File: src/rtl/wdu_pkg.sv
// windowed downsampler: shared constants, register indexes, mode codes and lane control types
// no dependencies; compiled first

package wdu_pkg;

    localparam int LANES           = 4;
    localparam int SAMPLE_BITS     = 16;
    localparam int DEF_MAX_WINDOW  = 256;
    localparam int CFG_W           = 9;
    localparam int CFG_MAX         = 2**CFG_W - 1;
    localparam int IDX_W           = 2;
    localparam int SAMPLE_MAX      = 2**(SAMPLE_BITS - 1) - 1;
    localparam int SAMPLE_MIN      = -(2**(SAMPLE_BITS - 1));

    localparam logic [IDX_W-1:0] REG_SPREAD  = 2'd0;
    localparam logic [IDX_W-1:0] REG_DIVISOR = 2'd1;
    localparam logic [IDX_W-1:0] REG_MODE    = 2'd2;

    typedef enum logic [1:0] {
        MODE_MEAN = 2'd0,
        MODE_MAX  = 2'd1,
        MODE_MIN  = 2'd2,
        MODE_ZERO = 2'd3
    } mode_t;

    typedef logic signed [SAMPLE_BITS-1:0] sample_t;

    typedef struct packed {
        logic             load;
        logic             pick;
        logic             seed;
        logic             finish;
        logic             divide;
        mode_t            mode;
        logic [CFG_W-1:0] spread;
    } lane_ctrl_t;

endpackage

File: src/rtl/wdu_if.sv
// windowed downsampler: valid/ready channel interfaces for sample frames and result frames
// depends on wdu_pkg

interface wdu_frame_if;
    import wdu_pkg::*;

    logic    valid;
    logic    ready;
    sample_t chan_a;
    sample_t chan_b;
    sample_t chan_c;
    sample_t chan_d;

    modport source (output valid, output chan_a, output chan_b, output chan_c, output chan_d,
                    input ready);
    modport sink   (input valid, input chan_a, input chan_b, input chan_c, input chan_d,
                    output ready);
endinterface

interface wdu_result_if;
    import wdu_pkg::*;

    logic    valid;
    logic    ready;
    sample_t out_a;
    sample_t out_b;
    sample_t out_c;
    sample_t out_d;

    modport source (output valid, output out_a, output out_b, output out_c, output out_d,
                    input ready);
    modport sink   (input valid, input out_a, input out_b, input out_c, input out_d,
                    output ready);
endinterface

File: src/rtl/wdu_div.sv
// windowed downsampler: radix-2 restoring divider, signed dividend truncated toward zero
// depends on wdu_pkg

module wdu_div #(
    parameter int ACC_W = 24
) (
    input  logic                          clk,
    input  logic                          rst_n,
    input  logic                          start,
    input  logic signed [ACC_W-1:0]       dividend,
    input  logic [wdu_pkg::CFG_W-1:0]     divisor,
    output logic                          busy,
    output logic                          done,
    output logic signed [ACC_W-1:0]       quotient
);
    import wdu_pkg::*;

    localparam int CNT_W = $clog2(ACC_W);

    logic [ACC_W-1:0] num_reg;
    logic [CFG_W:0]   rem_reg;
    logic [CFG_W-1:0] den_reg;
    logic             neg_reg;
    logic [CNT_W-1:0] cnt_reg;
    logic             busy_reg;
    logic             done_reg;

    logic [ACC_W-1:0] mag;
    logic [CFG_W:0]   rem_shift;
    logic             ge;
    logic [CFG_W:0]   rem_next;
    logic [ACC_W-1:0] num_next;

    assign mag       = dividend[ACC_W-1] ? ACC_W'(-dividend) : ACC_W'(dividend);
    assign rem_shift = {rem_reg[CFG_W-1:0], num_reg[ACC_W-1]};
    assign ge        = rem_shift >= {1'b0, den_reg};
    assign rem_next  = ge ? rem_shift - {1'b0, den_reg} : rem_shift;
    assign num_next  = {num_reg[ACC_W-2:0], ge};

    always_ff @(posedge clk or negedge rst_n)
    begin
        if (!rst_n)
        begin
            busy_reg <= 1'b0;
            done_reg <= 1'b0;
            cnt_reg  <= '0;
        end
        else
        begin
            done_reg <= 1'b0;
            if (start)
            begin
                busy_reg <= 1'b1;
                cnt_reg  <= CNT_W'(ACC_W - 1);
            end
            else if (busy_reg)
            begin
                cnt_reg <= cnt_reg - 1'b1;
                if (cnt_reg == '0)
                begin
                    busy_reg <= 1'b0;
                    done_reg <= 1'b1;
                end
            end
        end
    end

    always_ff @(posedge clk)
    begin
        if (start)
        begin
            num_reg <= mag;
            rem_reg <= '0;
            den_reg <= divisor;
            neg_reg <= dividend[ACC_W-1];
        end
        else if (busy_reg)
        begin
            num_reg <= num_next;
            rem_reg <= rem_next;
        end
    end

    assign busy     = busy_reg;
    assign done     = done_reg;
    assign quotient = neg_reg ? -$signed(num_reg) : $signed(num_reg);

endmodule

File: src/rtl/wdu_lane.sv
// windowed downsampler: one channel lane: pick, window accumulator with sum/max/min/zero and mean divider
// depends on wdu_pkg, wdu_div

module wdu_lane #(
    parameter int ACC_W = 24
) (
    input  logic                     clk,
    input  logic                     rst_n,
    input  wdu_pkg::lane_ctrl_t      ctrl,
    input  wdu_pkg::sample_t         sample,
    output logic signed [ACC_W-1:0]  result,
    output logic                     busy,
    output logic                     done
);
    import wdu_pkg::*;

    logic signed [ACC_W-1:0] accum_reg;
    logic signed [ACC_W-1:0] accum_next;
    logic signed [ACC_W-1:0] result_reg;
    logic signed [ACC_W-1:0] x;
    logic signed [ACC_W-1:0] quotient;
    logic                    div_start;
    logic                    div_done;

    assign x         = ACC_W'(sample);
    assign div_start = ctrl.load && !ctrl.pick && ctrl.finish && ctrl.divide;

    always_comb
    begin
        accum_next = accum_reg;
        if (ctrl.seed)
        begin
            accum_next = (ctrl.mode == MODE_ZERO) ? '0 : x;
        end
        else
        begin
            case (ctrl.mode)
                MODE_MEAN: accum_next = accum_reg + x;
                MODE_MAX:
                begin
                    if (x > accum_reg)
                    begin
                        accum_next = x;
                    end
                end
                MODE_MIN:
                begin
                    if (x < accum_reg)
                    begin
                        accum_next = x;
                    end
                end
                default: accum_next = accum_reg;
            endcase
        end
    end

    always_ff @(posedge clk or negedge rst_n)
    begin
        if (!rst_n)
        begin
            accum_reg <= '0;
        end
        else if (ctrl.load && !ctrl.pick)
        begin
            accum_reg <= accum_next;
        end
    end

    always_ff @(posedge clk)
    begin
        if (ctrl.load)
        begin
            if (ctrl.pick)
            begin
                result_reg <= x;
            end
            else if (ctrl.finish && !ctrl.divide)
            begin
                result_reg <= accum_next;
            end
        end
        else if (div_done)
        begin
            result_reg <= quotient;
        end
    end

    wdu_div #(
        .ACC_W (ACC_W)
    ) u_div (
        .clk      (clk),
        .rst_n    (rst_n),
        .start    (div_start),
        .dividend (accum_next),
        .divisor  (ctrl.spread),
        .busy     (busy),
        .done     (div_done),
        .quotient (quotient)
    );

    assign result = result_reg;
    assign done   = div_done;

endmodule

File: src/rtl/wdu_merge.sv
// windowed downsampler: merges lane results into one clipped result frame, output register
// depends on wdu_pkg, wdu_if

module wdu_merge #(
    parameter int ACC_W = 24
) (
    input  logic                     clk,
    input  logic                     rst_n,
    input  logic                     load,
    input  logic signed [ACC_W-1:0]  lane_result [wdu_pkg::LANES],
    output logic                     pending,
    wdu_result_if.source             result
);
    import wdu_pkg::*;

    function automatic sample_t clip(input logic signed [ACC_W-1:0] v);
        logic signed [ACC_W-1:0] hi;
        logic signed [ACC_W-1:0] lo;
        hi = ACC_W'(SAMPLE_MAX);
        lo = ACC_W'(SAMPLE_MIN);
        if (v > hi)
        begin
            clip = sample_t'(SAMPLE_MAX);
        end
        else if (v < lo)
        begin
            clip = sample_t'(SAMPLE_MIN);
        end
        else
        begin
            clip = sample_t'(v[SAMPLE_BITS-1:0]);
        end
    endfunction

    logic    pending_reg;
    logic    valid_reg;
    logic    transfer;
    sample_t data_reg [LANES];

    assign transfer = pending_reg && (!valid_reg || result.ready);

    always_ff @(posedge clk or negedge rst_n)
    begin
        if (!rst_n)
        begin
            pending_reg <= 1'b0;
            valid_reg   <= 1'b0;
        end
        else
        begin
            if (transfer)
            begin
                pending_reg <= 1'b0;
            end
            else if (load)
            begin
                pending_reg <= 1'b1;
            end

            if (transfer)
            begin
                valid_reg <= 1'b1;
            end
            else if (result.ready)
            begin
                valid_reg <= 1'b0;
            end
        end
    end

    always_ff @(posedge clk)
    begin
        if (transfer)
        begin
            for (int k = 0; k < LANES; k++)
            begin
                data_reg[k] <= clip(lane_result[k]);
            end
        end
    end

    assign pending      = pending_reg;
    assign result.valid = valid_reg;
    assign result.out_a = data_reg[0];
    assign result.out_b = data_reg[1];
    assign result.out_c = data_reg[2];
    assign result.out_d = data_reg[3];

endmodule

File: src/rtl/windowed_downsampler_unit.sv
// windowed downsampler top level: period counter, register file, four lanes and result merge
// depends on wdu_pkg, wdu_if, wdu_div, wdu_lane, wdu_merge
//
// usage
// - frame: one transaction carries one sample frame of four signed 16-bit channels
// - result: one transaction carries one combined frame; at most one per period of divisor
//   frames, given when the last frame of the window (position spread-1, or 0 for spread 0) is taken
// - registers spread, divisor and mode are written through wr_en/wr_index/wr_data while
//   the block is idle; the user must keep to this, as the block itself does not enforce it;
//   divisor is clamped to 1..min(MAX_WINDOW, CFG_MAX) and spread to the clamped divisor
// - a pick, max or min result goes from the lane result register to the output register; a
//   mean result first passes through the per-lane one-bit-per-cycle divider
// - throughput: one frame per cycle inside a window while frame.ready is high; the frame that
//   closes a window holds frame.ready low until its result has passed to the output register
// - a finished result waits in the output register while the next frames are taken; a
//   second result waits in the lanes and holds frame.ready low until the first is taken
// - reset: registers return to spread 1, divisor 2, mode mean; period position is zero,
//   no result is pending and frame.ready is high

module windowed_downsampler_unit #(
    parameter int MAX_WINDOW = wdu_pkg::DEF_MAX_WINDOW
) (
    input  logic                        clk,
    input  logic                        rst_n,
    wdu_frame_if.sink                   frame,
    wdu_result_if.source                result,
    input  logic                        wr_en,
    input  logic [wdu_pkg::IDX_W-1:0]   wr_index,
    input  logic [wdu_pkg::CFG_W-1:0]   wr_data
);
    import wdu_pkg::*;

    localparam int CAP     = (MAX_WINDOW > CFG_MAX) ? CFG_MAX : MAX_WINDOW;
    localparam int PHASE_W = $clog2(CAP);
    localparam int ACC_W   = SAMPLE_BITS + $clog2(CAP);

    logic [CFG_W-1:0]   spread_reg;
    logic [CFG_W-1:0]   divisor_reg;
    mode_t              mode_reg;
    logic [PHASE_W-1:0] phase_reg;
    logic [PHASE_W-1:0] phase_next;

    logic [CFG_W-1:0]   div_eff;
    logic [CFG_W-1:0]   spr_eff;
    logic [CFG_W-1:0]   p_ext;
    logic [CFG_W:0]     p_inc;
    logic               wrap;
    logic               pick;
    logic               in_win;
    logic               accept;
    logic               pending;
    lane_ctrl_t         ctrl;
    logic               res_load;

    sample_t                 samples     [LANES];
    logic signed [ACC_W-1:0] lane_result [LANES];
    logic [LANES-1:0]        lane_busy;
    logic [LANES-1:0]        lane_done;

    always_comb
    begin
        if (divisor_reg == '0)
        begin
            div_eff = CFG_W'(1);
        end
        else if (divisor_reg > CFG_W'(CAP))
        begin
            div_eff = CFG_W'(CAP);
        end
        else
        begin
            div_eff = divisor_reg;
        end
    end

    assign spr_eff = (spread_reg > div_eff) ? div_eff : spread_reg;
    assign p_ext   = CFG_W'(phase_reg);
    assign p_inc   = {1'b0, p_ext} + 1'b1;
    assign wrap    = p_inc >= {1'b0, div_eff};
    assign pick    = spr_eff < CFG_W'(2);
    assign in_win  = p_ext < spr_eff;
    assign accept  = frame.valid && frame.ready;

    assign frame.ready = !(|lane_busy) && !(|lane_done) && !pending;

    always_comb
    begin
        ctrl.load   = accept && (pick ? (phase_reg == '0) : in_win);
        ctrl.pick   = pick;
        ctrl.seed   = phase_reg == '0;
        ctrl.finish = p_ext == spr_eff - 1'b1;
        ctrl.divide = mode_reg == MODE_MEAN;
        ctrl.mode   = mode_reg;
        ctrl.spread = spr_eff;
    end

    assign res_load   = (ctrl.load && (ctrl.pick || (ctrl.finish && !ctrl.divide)))
                        || (&lane_done);
    assign phase_next = wrap ? '0 : PHASE_W'(p_inc);

    always_ff @(posedge clk or negedge rst_n)
    begin
        if (!rst_n)
        begin
            spread_reg  <= CFG_W'(1);
            divisor_reg <= CFG_W'(2);
            mode_reg    <= MODE_MEAN;
            phase_reg   <= '0;
        end
        else
        begin
            if (wr_en)
            begin
                case (wr_index)
                    REG_SPREAD:  spread_reg  <= wr_data;
                    REG_DIVISOR: divisor_reg <= wr_data;
                    REG_MODE:    mode_reg    <= mode_t'(wr_data[1:0]);
                    default:     ;
                endcase
            end
            if (accept)
            begin
                phase_reg <= phase_next;
            end
        end
    end

    assign samples[0] = frame.chan_a;
    assign samples[1] = frame.chan_b;
    assign samples[2] = frame.chan_c;
    assign samples[3] = frame.chan_d;

    for (genvar k = 0; k < LANES; k++)
    begin : g_lane
        wdu_lane #(
            .ACC_W (ACC_W)
        ) u_lane (
            .clk    (clk),
            .rst_n  (rst_n),
            .ctrl   (ctrl),
            .sample (samples[k]),
            .result (lane_result[k]),
            .busy   (lane_busy[k]),
            .done   (lane_done[k])
        );
    end

    wdu_merge #(
        .ACC_W (ACC_W)
    ) u_merge (
        .clk         (clk),
        .rst_n       (rst_n),
        .load        (res_load),
        .lane_result (lane_result),
        .pending     (pending),
        .result      (result)
    );

endmodule

File: src/flat_wrapper.sv
// flat-port wrapper written by rule: the top's interface ports become plain ports
module windowed_downsampler_unit_flat import wdu_pkg::*;
#(
    parameter int MAX_WINDOW = wdu_pkg::DEF_MAX_WINDOW
)
  (clk, rst_n, wr_en, wr_index, wr_data, frame_valid, frame_chan_a, frame_chan_b, frame_chan_c, frame_chan_d, frame_ready, result_valid, result_out_a, result_out_b, result_out_c, result_out_d, result_ready);
  wdu_frame_if frame_i ();
  wdu_result_if result_i ();
  input  logic clk;
  input  logic rst_n;
  input  logic wr_en;
  input  logic [wdu_pkg::IDX_W-1:0] wr_index;
  input  logic [wdu_pkg::CFG_W-1:0] wr_data;
  input wire logic [$bits(frame_i.valid)-1:0] frame_valid;
  input wire logic [$bits(frame_i.chan_a)-1:0] frame_chan_a;
  input wire logic [$bits(frame_i.chan_b)-1:0] frame_chan_b;
  input wire logic [$bits(frame_i.chan_c)-1:0] frame_chan_c;
  input wire logic [$bits(frame_i.chan_d)-1:0] frame_chan_d;
  output wire logic [$bits(frame_i.ready)-1:0] frame_ready;
  output wire logic [$bits(result_i.valid)-1:0] result_valid;
  output wire logic [$bits(result_i.out_a)-1:0] result_out_a;
  output wire logic [$bits(result_i.out_b)-1:0] result_out_b;
  output wire logic [$bits(result_i.out_c)-1:0] result_out_c;
  output wire logic [$bits(result_i.out_d)-1:0] result_out_d;
  input wire logic [$bits(result_i.ready)-1:0] result_ready;
  assign frame_i.valid = frame_valid;
  assign frame_i.chan_a = frame_chan_a;
  assign frame_i.chan_b = frame_chan_b;
  assign frame_i.chan_c = frame_chan_c;
  assign frame_i.chan_d = frame_chan_d;
  assign frame_ready = frame_i.ready;
  assign result_valid = result_i.valid;
  assign result_out_a = result_i.out_a;
  assign result_out_b = result_i.out_b;
  assign result_out_c = result_i.out_c;
  assign result_out_d = result_i.out_d;
  assign result_i.ready = result_ready;
  windowed_downsampler_unit #(.MAX_WINDOW(MAX_WINDOW)) u_core (.clk(clk), .rst_n(rst_n), .frame(frame_i), .result(result_i), .wr_en(wr_en), .wr_index(wr_index), .wr_data(wr_data));
endmodule
File: config.mk
export PLATFORM = sky130hd
export DESIGN_NAME = windowed_downsampler_unit_flat
export DESIGN_NICKNAME = d
export VERILOG_FILES = /design/src/rtl/wdu_pkg.sv /design/src/rtl/wdu_if.sv /design/src/rtl/wdu_div.sv /design/src/rtl/wdu_lane.sv /design/src/rtl/wdu_merge.sv /design/src/rtl/windowed_downsampler_unit.sv /design/src/flat_wrapper.sv
export SDC_FILE = /design/constraint.sdc
export NUM_CORES = 2
export LEC_CHECK = 0
export ABC_CLOCK_PERIOD_IN_PS = 18250
export BUFFER_PORTS_ARGS = -buffer_cell sky130_fd_sc_hd__buf_2
export CAP_MARGIN = 5
export CORE_AREA = 2 2 297 299
export DETAILED_ROUTE_END_ITERATION = 12
export DIE_AREA = 0 0 299 301
export PLACE_DENSITY = 0.61
export SETUP_SLACK_MARGIN = 0.3
export SYNTH_ARGS = -nofsm -noshare
export SYNTH_HDL_FRONTEND = slang
export SYNTH_SLANG_ARGS = --single-unit
File: constraint.sdc
create_clock -name clk -period 18.25 [get_ports clk]
set_input_delay 4.5625 -clock clk [delete_from_list [all_inputs] [get_ports clk]]
set_output_delay 4.5625 -clock clk [all_outputs]
set_load 0.005 [all_outputs]
==> metrics.md <==
| Metric | Value |
|---|---|
| Htree depth | `2` |
| Root buffer cell | `clkbuf_16` |
| Synth area leaders | `edfxtp_1, dfrtp_1, ha_1` |
| YS warnings | `0` |
| Core box area | `86500 sq um` |
| Fin nets | `4808` |
| Mapped Area | `37900 sq um` |
| Dpl cell area | `39700 sq um` |
| Post-synth ARST share | `33.6%` |
| PortBufs | `145` |
| CP startpoint kind | `input port` |
| Unrepaired setup endpoints after global routing | `no` |
| Remaining DRCs | `0` |
| Count of final setup violators | `0` |
| Vias per cell | `6.29` |
| Register bit count reported by yosys | `459` |
| Slew Limit Fails | `0` |
| Initial antenna violation count | `5` |
| Rel. slew slack | `14.1%` |
| Crit. End Element | `flop` |
| Count leader, synth | `nand2_1` |
| Cts repair resizes | `0` |
| Design Power | `0.00778 W` |
| Setup repair bufs after CTS | `0` |
| Share of layout cells above drive strength 1 | `8.99%` |
| Setup crit start | `frame_chan_a[15]` |
| Syn Nets | `4782` |
| Synth Area per Inst | `8.56 sq um` |
| Post-synth EDFFs | `269` |
| Crit-path max FO | `27` |
| Clock-pin slew on the worst setup and hold paths | `0.06 ns` |
| Worst EP required | `18.63 ns` |
| Final clock skew | `0.0187 ns` |
| Clk Latency, worst-skew pair | `0.63 ns` |
| MaxCap Viol Count | `0` |
| Kind of critical path | `input port to flop` |
| Worst hold path type | `flop to flop` |
| Synth top cells by count | `nand2_1, o21ai_0, nor2_1` |
| DRT Pass-1 Iters | `8` |
| Top FF cell, synth | `edfxtp_1` |
| Vias in the first global route | `33.1k` |
| Detail Placement HPWL | `95900 um` |
| Die extent in x | `299 um` |
| CTS tree | `built` |
| Worst slew pin tran | `1.28 ns` |
| Crit path largest cell delay | `0.78 ns` |
| Post-DRT Antenna Nets | `0` |
| Hold slack | `0.473 ns` |
| Total congestion overflow | `0` |
| CP max-delay cell | `nor4_1` |
| Top Ports | `146` |
| Routed via count | `35.5k` |
| Row count | `108` |
| Largest net degree at the start of global routing | `100` |
| CTS Sinks | `459` |
| Crit path cell chain | `buf_2 -> ha_1 -> nand3_1 -> or4_1 -> nor2_1 -> nor3_1 -> a21oi_1 -> nor2_1 -> o211a_1 -> or4_1 -> inv_1 -> ha_1 -> and4_1 -> nand3_1 -> nor4_1 -> a21oi_1 -> xnor2_1 -> mux2_2` |
| Crit path DAT | `10.67 ns` |
| Critical R2R Launch | `u_core.divisor_reg[3]$_DFFE_PN0P_` |
| CTS max path bufs | `3` |
| Initial drt markers | `3934` |
| Die Footprint | `90000 sq um` |
| Cell variety after synth | `96` |
| Leak pwr | `16.8 nW` |
| Pwr Density | `187 nW/um^2` |
| Initial Util | `43.8%` |
| Largest area contributor in the netlist | `edfxtp_1` |
| Hold-fix buffers, CTS | `0` |
| Final worst-path cycle share | `56.4%` |
| Setup TNS | `0 ns` |
| Register area share after synthesis | `33.4%` |
| Cells after Synth | `4425` |
| Highest Clock Rate | `97.2 MHz` |
| Status | `complete, no violations` |
| FILL cells | `8402` |
| Final hold viol count | `0` |
| Critical hold path startpoint | `u_core.g_lane[3].u_lane.u_div.rem_reg[8]$_SDFFE_PP0P_` |
| Routed WL | `134000 um` |
| Post-DR wirelength/cell | `23.7 um` |
| First-pass GRT wire length | `204000 um` |
| Period minus WS final | `10.29 ns` |
| Finished Cell Area | `41600 sq um` |
| Layout area overhead | `9.91%` |
| Total Routing Usage GR | `29.0%` |
| Die Ht | `301 um` |
| Num CTS Buffers | `55` |
| Maximum VDD drop | `0.0936 mV` |
| Yosys top cell area share | `21.3%` |
| GPL Wtd Cong | `0.953` |
| Final Core Density | `48.1%` |
critical path, delay by kind of cell:
family	cells	cell delay, ns
AOI/OAI and AO/OA	3	0.84
xor gates and xnor gates	1	0.16
adders and majority gates	2	0.91
buffers and inverters	2	0.58
muxes	1	0.26
and+or+nand+nor	9	3.35
cell type report:
type                       count  area [sq um]  area share [%]
tap                         1155          1450            3.47
clock inverter                34           405           0.974
sequential                   459         12700            30.4
multi-input combinational   3462         23400            56.2
inverter                     263           987            2.37
timing repair buffer         210          1220            2.94
antenna                        3          7.51          0.0180
clock buffer                  67          1490            3.59
kinds of logic after synthesis:
family,after synthesis,synth area share [%]
AND/OR/NAND/NOR,1339,16.9
multiplexers,102,2.80
AO/OA/AOI/OAI,1454,25.8
adder cells (fa/ha/maj),277,9.31
buffers and inverters,504,5.07
flip-flops,459,33.4
XOR/XNOR,290,6.71
placed cells by master, fill, tap and decap left out, drive strengths merged, types with 32 or more instances in the layout:
master,n
a211oi,56
a21o,80
a21oi,235
a221o,52
a221oi,32
a31oi,56
and3,35
buf,209
clkbuf,68
dfrtp,152
dfxtp,36
edfxtp,269
ha,269
inv,260
mux2,32
mux2i,70
nand2,486
nand2b,59
nand3,86
nand4,60
nor2,289
nor2b,44
nor3,76
nor4,47
o211ai,78
o21a,78
o21ai,414
o221ai,43
o31ai,89
or3,43
xnor2,213
xor2,77
path summary, 6_finish.rpt:
path	endpoint	slack, ns	depth (start not counted)
max in group asynchronous	u_core.mode_reg[0]$_DFFE_PN0P_	12.30	3
hold reg to reg	u_core.g_lane[3].u_lane.u_div.rem_reg[8]$_SDFFE_PP0P_	0.47	2
setup / recovery	u_core.g_lane[0].u_lane.u_div.num_reg[20]$_DFFE_PP_	7.96	18
setup reg to reg	u_core.g_lane[0].u_lane.u_div.num_reg[0]$_DFFE_PP_	11.24	26
min in group asynchronous	u_core.g_lane[2].u_lane.u_div.busy$_DFF_PN0_	3.91	1
hold / removal	u_core.g_lane[3].u_lane.u_div.rem_reg[8]$_SDFFE_PP0P_	0.47	2
power breakdown:
group	total (W)	internal, W	switching, W
combinational	0.00494	0.00178	0.00316
clock	0.00117	0.000696	0.000474
sequential	0.00167	0.00142	0.000259
routing by layer:
metal / vias up / routed length (um) / track usage, %
li1: 16500 / - / -
met5: - / 13 / 0
met1: 17100 / 59100 / 40.8
met4: 2 / 5340 / 10.9
met3: 307 / 11100 / 4.78
met2: 1678 / 58200 / 44.5
stage by stage:
step	setup WS, ns	cells
final	7.96	5653
after global routing	7.59	5652
after CTS	8.15	5650
after detailed placement	7.49	5549
after global placement	7.68	5549
after floorplan	9.00	4425
No activity file was read; power rests on OpenSTA's default activity.
